## src/hw/rtl/texture_slot_arena_allocator_top_defines.svh

```systemverilog
// Assertion macros used by the allocator top level.
`ifndef TEXTURE_SLOT_ARENA_ALLOCATOR_TOP_DEFINES_SVH
`define TEXTURE_SLOT_ARENA_ALLOCATOR_TOP_DEFINES_SVH
// Implication checked on every clock edge outside reset.
`define TSA_ASSERT_IMPL(label, clk, rst, ante, cons, msg) \
   label: assert property (@(posedge clk) disable iff (rst) (ante) |-> (cons)) else $error(msg);
// Next-cycle implication checked outside reset.
`define TSA_ASSERT_NEXT(label, clk, rst, ante, cons, msg) \
   label: assert property (@(posedge clk) disable iff (rst) (ante) |=> (cons)) else $error(msg);
`endif

```

## src/hw/rtl/tsa_ram.sv

```systemverilog
// Generic single-port RAM with registered read.
module tsa_ram #(
   parameter int WIDTH = 8,
   parameter int DEPTH = 16
) (
   input  logic                     clock,
   input  logic                     wr_en,
   input  logic [$clog2(DEPTH)-1:0] addr,
   input  logic [WIDTH-1:0]         wr_data,
   output logic [WIDTH-1:0]         rd_data
);
   logic [WIDTH-1:0] mem_ff [DEPTH];
   logic [WIDTH-1:0] rd_data_ff;

   always_ff @(posedge clock) begin
      if (wr_en) mem_ff[addr] <= wr_data;
      rd_data_ff <= mem_ff[addr];
   end
   assign rd_data = rd_data_ff;
endmodule

```

## config.mk

```make
export PLATFORM = sky130hd
export DESIGN_NAME = tsa_ram
export DESIGN_NICKNAME = d
export VERILOG_FILES = /design/src/hw/rtl/texture_slot_arena_allocator_top_defines.svh /design/src/hw/rtl/tsa_ram.sv
export SDC_FILE = /design/constraint.sdc
export NUM_CORES = 1
export LEC_CHECK = 0
export BUFFER_PORTS_ARGS = -buffer_cell sky130_fd_sc_hd__buf_2
export CORE_MARGIN = 1
export CORE_UTILIZATION = 40
export DETAILED_ROUTE_END_ITERATION = 16
export GPL_ROUTABILITY_DRIVEN = 0
export PLACE_DENSITY = 0.54
export SYNTH_ARGS = -nofsm -noshare
export SYNTH_HDL_FRONTEND = slang
export SYNTH_SLANG_ARGS = --single-unit
```

## constraint.sdc

```tcl
create_clock -name clock -period 2.3 [get_ports clock]
set_clock_uncertainty 0.2 [all_clocks]
set_input_delay 0 -clock clock [delete_from_list [all_inputs] [get_ports clock]]
set_output_delay 0 -clock clock [all_outputs]
set_load 0.005 [all_outputs]
```

**After elaboration in Yosys (flattened, before gate mapping)**

Memory sizes are Yosys's and may differ from the RTL's. A register that Yosys moved wholly into a read port is not among the register bits.
Index checks and enable logic that the tools add are counted.

- Latch bits: 0
- Bits in registers: 0
- Memories: 1
- Output and inout port bits: 8
- Bits in read-only memories: 0
- RAM bits: 128
- Bits of input ports: 14

Memories:

| name | depth | width | rd ports | clocked after memory_dff | write ports | line | RTL |
|---|---|---|---|---|---|---|---|
| mem_ff | 16 | 8 | 1 | 1 | 1 | tsa_ram.sv:12 | `logic [WIDTH-1:0] mem_ff [DEPTH];` |

- Reduce and logical (&&, ||, !) cells: 0
- Shifts and indexed selects: 0
- Add/sub/neg operators: 0
- Bitwise logic cells: 0
- Eq/ne operators: 0
- $lt $le $gt $ge: 0
- $mul: 0
- Divide/modulo/power cells: 0
- Mux-type cells: 2

Operators with widths:

| kind | number |
|---|---|
| 1-bit two-way mux | 2 |

**Longest topological paths before layout**

- Word-level depth: 2
- Depth in mapped cells: 5

**Least setup slack after synthesis**

Ideal clock, no wire load.

- Path type: input-to-reg
- Start: input port addr[2]
- End: memory mem_ff[0][0], enable pin
- Arrival time: 1110 ps
- Path slack: 607 ps
- Buffers on the path: 0
- Stages: 2
- Cell sequence: or3b_2 -> nor3_1

RTL lines:

| item | line | RTL |
|---|---|---|
| start: declaration | tsa_ram.sv:8 | `input logic [$clog2(DEPTH)-1:0] addr,` |
| end: declaration | tsa_ram.sv:12 |  |

Straight into the memory's write port.

**Worst setup path after layout**

- Start: input port wr_en
- End: memory mem_ff[4][7], enable pin

- Word-level cells in the longest chain between the ends: 2

Ends and longest elaborated chain:

| item | line | RTL |
|---|---|---|
| start: declaration | tsa_ram.sv:7 | `input logic wr_en,` |
| 1-bit two-way mux | tsa_ram.sv:16 | `if (wr_en) mem_ff[addr] <= wr_data;` |
| 1-bit two-way mux (implied by the code) | tsa_ram.sv:16 |  |

Every way passes these cells.

==> metrics.csv <==
stage;metric;value;unit
logic_synthesis;yosysWarnings;0;
power;seqPwrFrac;47.8;%
layout;fin_cells;473;
logic_synthesis;synth_cells;230;
drt;route.detailed.drc;0;
power;power_density;937;nW/µm²
layout;fill_cells;986;
global_routing;gr-total-overflow;0;
drt;vias_per_cell;5.04;
timing;finalSetupViolations;0;
logic_synthesis;ys_seq_elements;136;
timing;grt_setup_unrepaired;no;
layout;drive_above_1_share;34.4;%
timing;timing.slew.headroom;53.1;%
logic_synthesis;yosysSeqAreaShare;79.0;%
power;internal-power;4.69;mW
layout;diodes;0;
logic_synthesis;syn_avg_cell_area;22.0;µm²
timing;fin_crit;2.12;ns
clock_tree;clock-sinks;136;
drt;vias;2386;
flow_run;max_cap_viol_count;0;
clock_tree;post-cts-setup-buffers;0;
layout;final_common_cell;edfxtp_1;
clock_tree;tritoncts;yes;
status;status;finished clean;
global_routing;antenna_found_initial;0;
die;die_area;13100;µm²
layout;multi_input_area;1000;µm²
critical_path;cp-start-kind;input pin;
clock_tree;clockRootBuffer;clkbuf_16;
timing;timing.fmax;0.471;GHz
critical_path;path_class;in2reg;
power;vdd_drop_max;0.446;mV
logic_synthesis;synth_xor_area_share;0;%
logic_synthesis;syn_area;5070;µm²
global_routing;grtUsageTotal;17.4;%
power;p_clk_share;47.5;%
power;p_leak;2.07;nW
logic_synthesis;yosys.area_share.adder;0;%
critical_path;cp_num_buf_inv;4;
logic_synthesis;ys_types;18;
clock_tree;clock_path_buffers;2;
clock_tree;clkTransAtPathRegs;0.06;ns
timing;finalSetupTns;0;ns
die;initial_core_util;41.7;%
global_routing;grt_pass1_wl;15.3;mm
critical_path;critPathMaxStageDelay;0.59;ns
clock_tree;htreeDepth;4;
critical_path;cp_common_cell;dlygate4sd3_1;
global_routing;grt_max_degree;28;
power;swShare;19.5;%
die;core-area;12200;µm²
drt;wl;9.97;mm
timing;post-route-period-util;92.3;%
placement;dp.cells;431;
logic_synthesis;synth_top_family_by_area;multiplexers;
critical_path;crit_chain;dlygate4sd3_1 > buf_2 > nand3b_1 > dlygate4sd3_1 > nor3_1 > buf_4;
clock_tree;numCtsBuffers;17;
logic_synthesis;synth_compound_area_share;2.37;%
critical_path;worstPathMaxFanout;6;
die;rows;40;
drt;drt_iter0_drc;167;
critical_path;worstPathArrival;2.04;ns
layout;seq_area;4000;µm²
drt;wire_per_inst;21.1;µm
timing;slew_violations;0;
die;die-height;115;µm
timing;worstMarginPinSlew;0.703;ns
die;io-pin-count;22;
power;switchingPower;1.14;mW
critical_path;worst_ep_required_time;2.22;ns
logic_synthesis;synthMuxAreaShare;14.2;%
layout;final_cell_mix;128 x edfxtp_1, 32 x mux4_2, 22 x buf_4, 21 x buf_2, 17 x clkbuf_16;
critical_path;endpoint_kind;flop;
power;combPwrFrac;4.7;%
layout;nets;306;
placement;portBuffers;21;
timing;finalHoldViolations;0;
drt;drtAntennaViolNets;0;
die;die_x;115;µm
hold_path;hold_class;in2reg;
layout;area_growth;22.7;%
global_routing;grt_pass1_vias;2495;
clock_tree;clk_latency;0.41;ns
logic_synthesis;syn_nets;244;
critical_path;cp_top_family;buffers and inverters;
logic_synthesis;synth_simple_gate_area_share;3.21;%
critical_path;crit_slowest_cell;dlygate4sd3_1;
drt;dr.pass1.iters;4;
placement;post-dp-hpwl;6.16;mm
## Yosys cell counts
master | count | area [µm²]
a22oi_1 | 16 | 120
edfxtp_1 | 128 | 3840
buf_1 | 4 | 15.0
nor3_1 | 4 | 20.0
and2_1 | 1 | 6.26
nor2_1 | 13 | 48.8
buf_2 | 2 | 10.0
nand3_1 | 1 | 5.00
dfxtp_1 | 8 | 160
or3b_2 | 1 | 8.76
clkbuf_2 | 1 | 5.00
mux4_2 | 32 | 721
nand2b_1 | 2 | 12.5
nand2_1 | 9 | 33.8
nand3b_1 | 2 | 15.0
nor2b_1 | 2 | 12.5
buf_6 | 2 | 22.5
clkbuf_1 | 2 | 7.51
## stage by stage
| stage | hold slack [ns] | power (mW) | cell area [µm²] | worst slack [ns] | util [%] |
|---|---|---|---|---|---|
| global route | 0.0532 | 6.00 | 6220 | 0.0301 | 51.1 |
| finish | 0.00763 | 5.82 | 6220 | 0.178 | 51.1 |
| detailed placement | 0.177 | 3.10 | 5510 | 0.330 | 45.3 |
| floorplan | -0.101 | 2.98 | 5070 | 0.607 | - |
| CTS | 0.000284 | 5.87 | 6220 | 0.190 | 51.1 |
| global placement | 0.180 | 3.10 | 5510 | 0.335 | 45.3 |
## sequential cells by signal (all words and copies together) (netlist names)
signal and count:
mem_ff 128, rd_data 8
## tightest hold or removal path: cells and delay by family
kind	cells	cell delay, ns
AOI/OAI and AO/OA	1	0.20
buffers and inverters	1	0.16
and+or+nand+nor	2	0.19
## worst paths after layout
check / from / end / slack (ns) / depth (start not counted)
min: addr[3] / rd_data[0] / 0.008 / 4
min reg2reg: mem_ff[14][4] / rd_data[4] / 0.46 / 3
max: wr_en / mem_ff[4][7] / 0.18 / 6
max reg2reg: mem_ff[3][5] / rd_data[5] / 0.73 / 3
## what timing repair did
item,4_1_cts,5_1_grt
gates resized for setup,0,0
hold endpoints to repair,130,0
hold buffers,10,0
## metal layers
metal  routed length [µm]  track usage [%]  part of all wire (%)
met1                 4490             23.0                    45
met2                 4960             27.0                    50
met3                  308             5.13                   3.1
met4                  206             7.53                   2.1
met5                    0                0                     0
## area by class of cell
cell class	count	share of cell area, %
flip-flops and latches	136	64.4
clock buffers	17	6.84
well taps	168	3.38
repair buffers	54	6.28
multi-input cells	83	16.1
clock inverters	15	2.96
## power by group through the flow
stage | registers [mW] | clock network [mW] | logic [mW]
6_report | 2.79 | 2.77 | 0.271
3_5_place_dp | 2.84 | 0 | 0.264
2_1_floorplan | 2.84 | 0 | 0.143
4_1_cts | 2.79 | 2.80 | 0.278
5_1_grt | 2.79 | 2.91 | 0.299
3_3_place_gp | 2.84 | 0 | 0.262
## cell families (layout without fill, tap and decap cells)
logic type / after synthesis / after routing
flip-flops: 136 / 136
AO/OA/AOI/OAI: 16 / 16
buffers and inverters: 11 / 86
multiplexers: 32 / 32
AND/OR/NAND/NOR: 35 / 35
(Power assumes the default switching activity.)
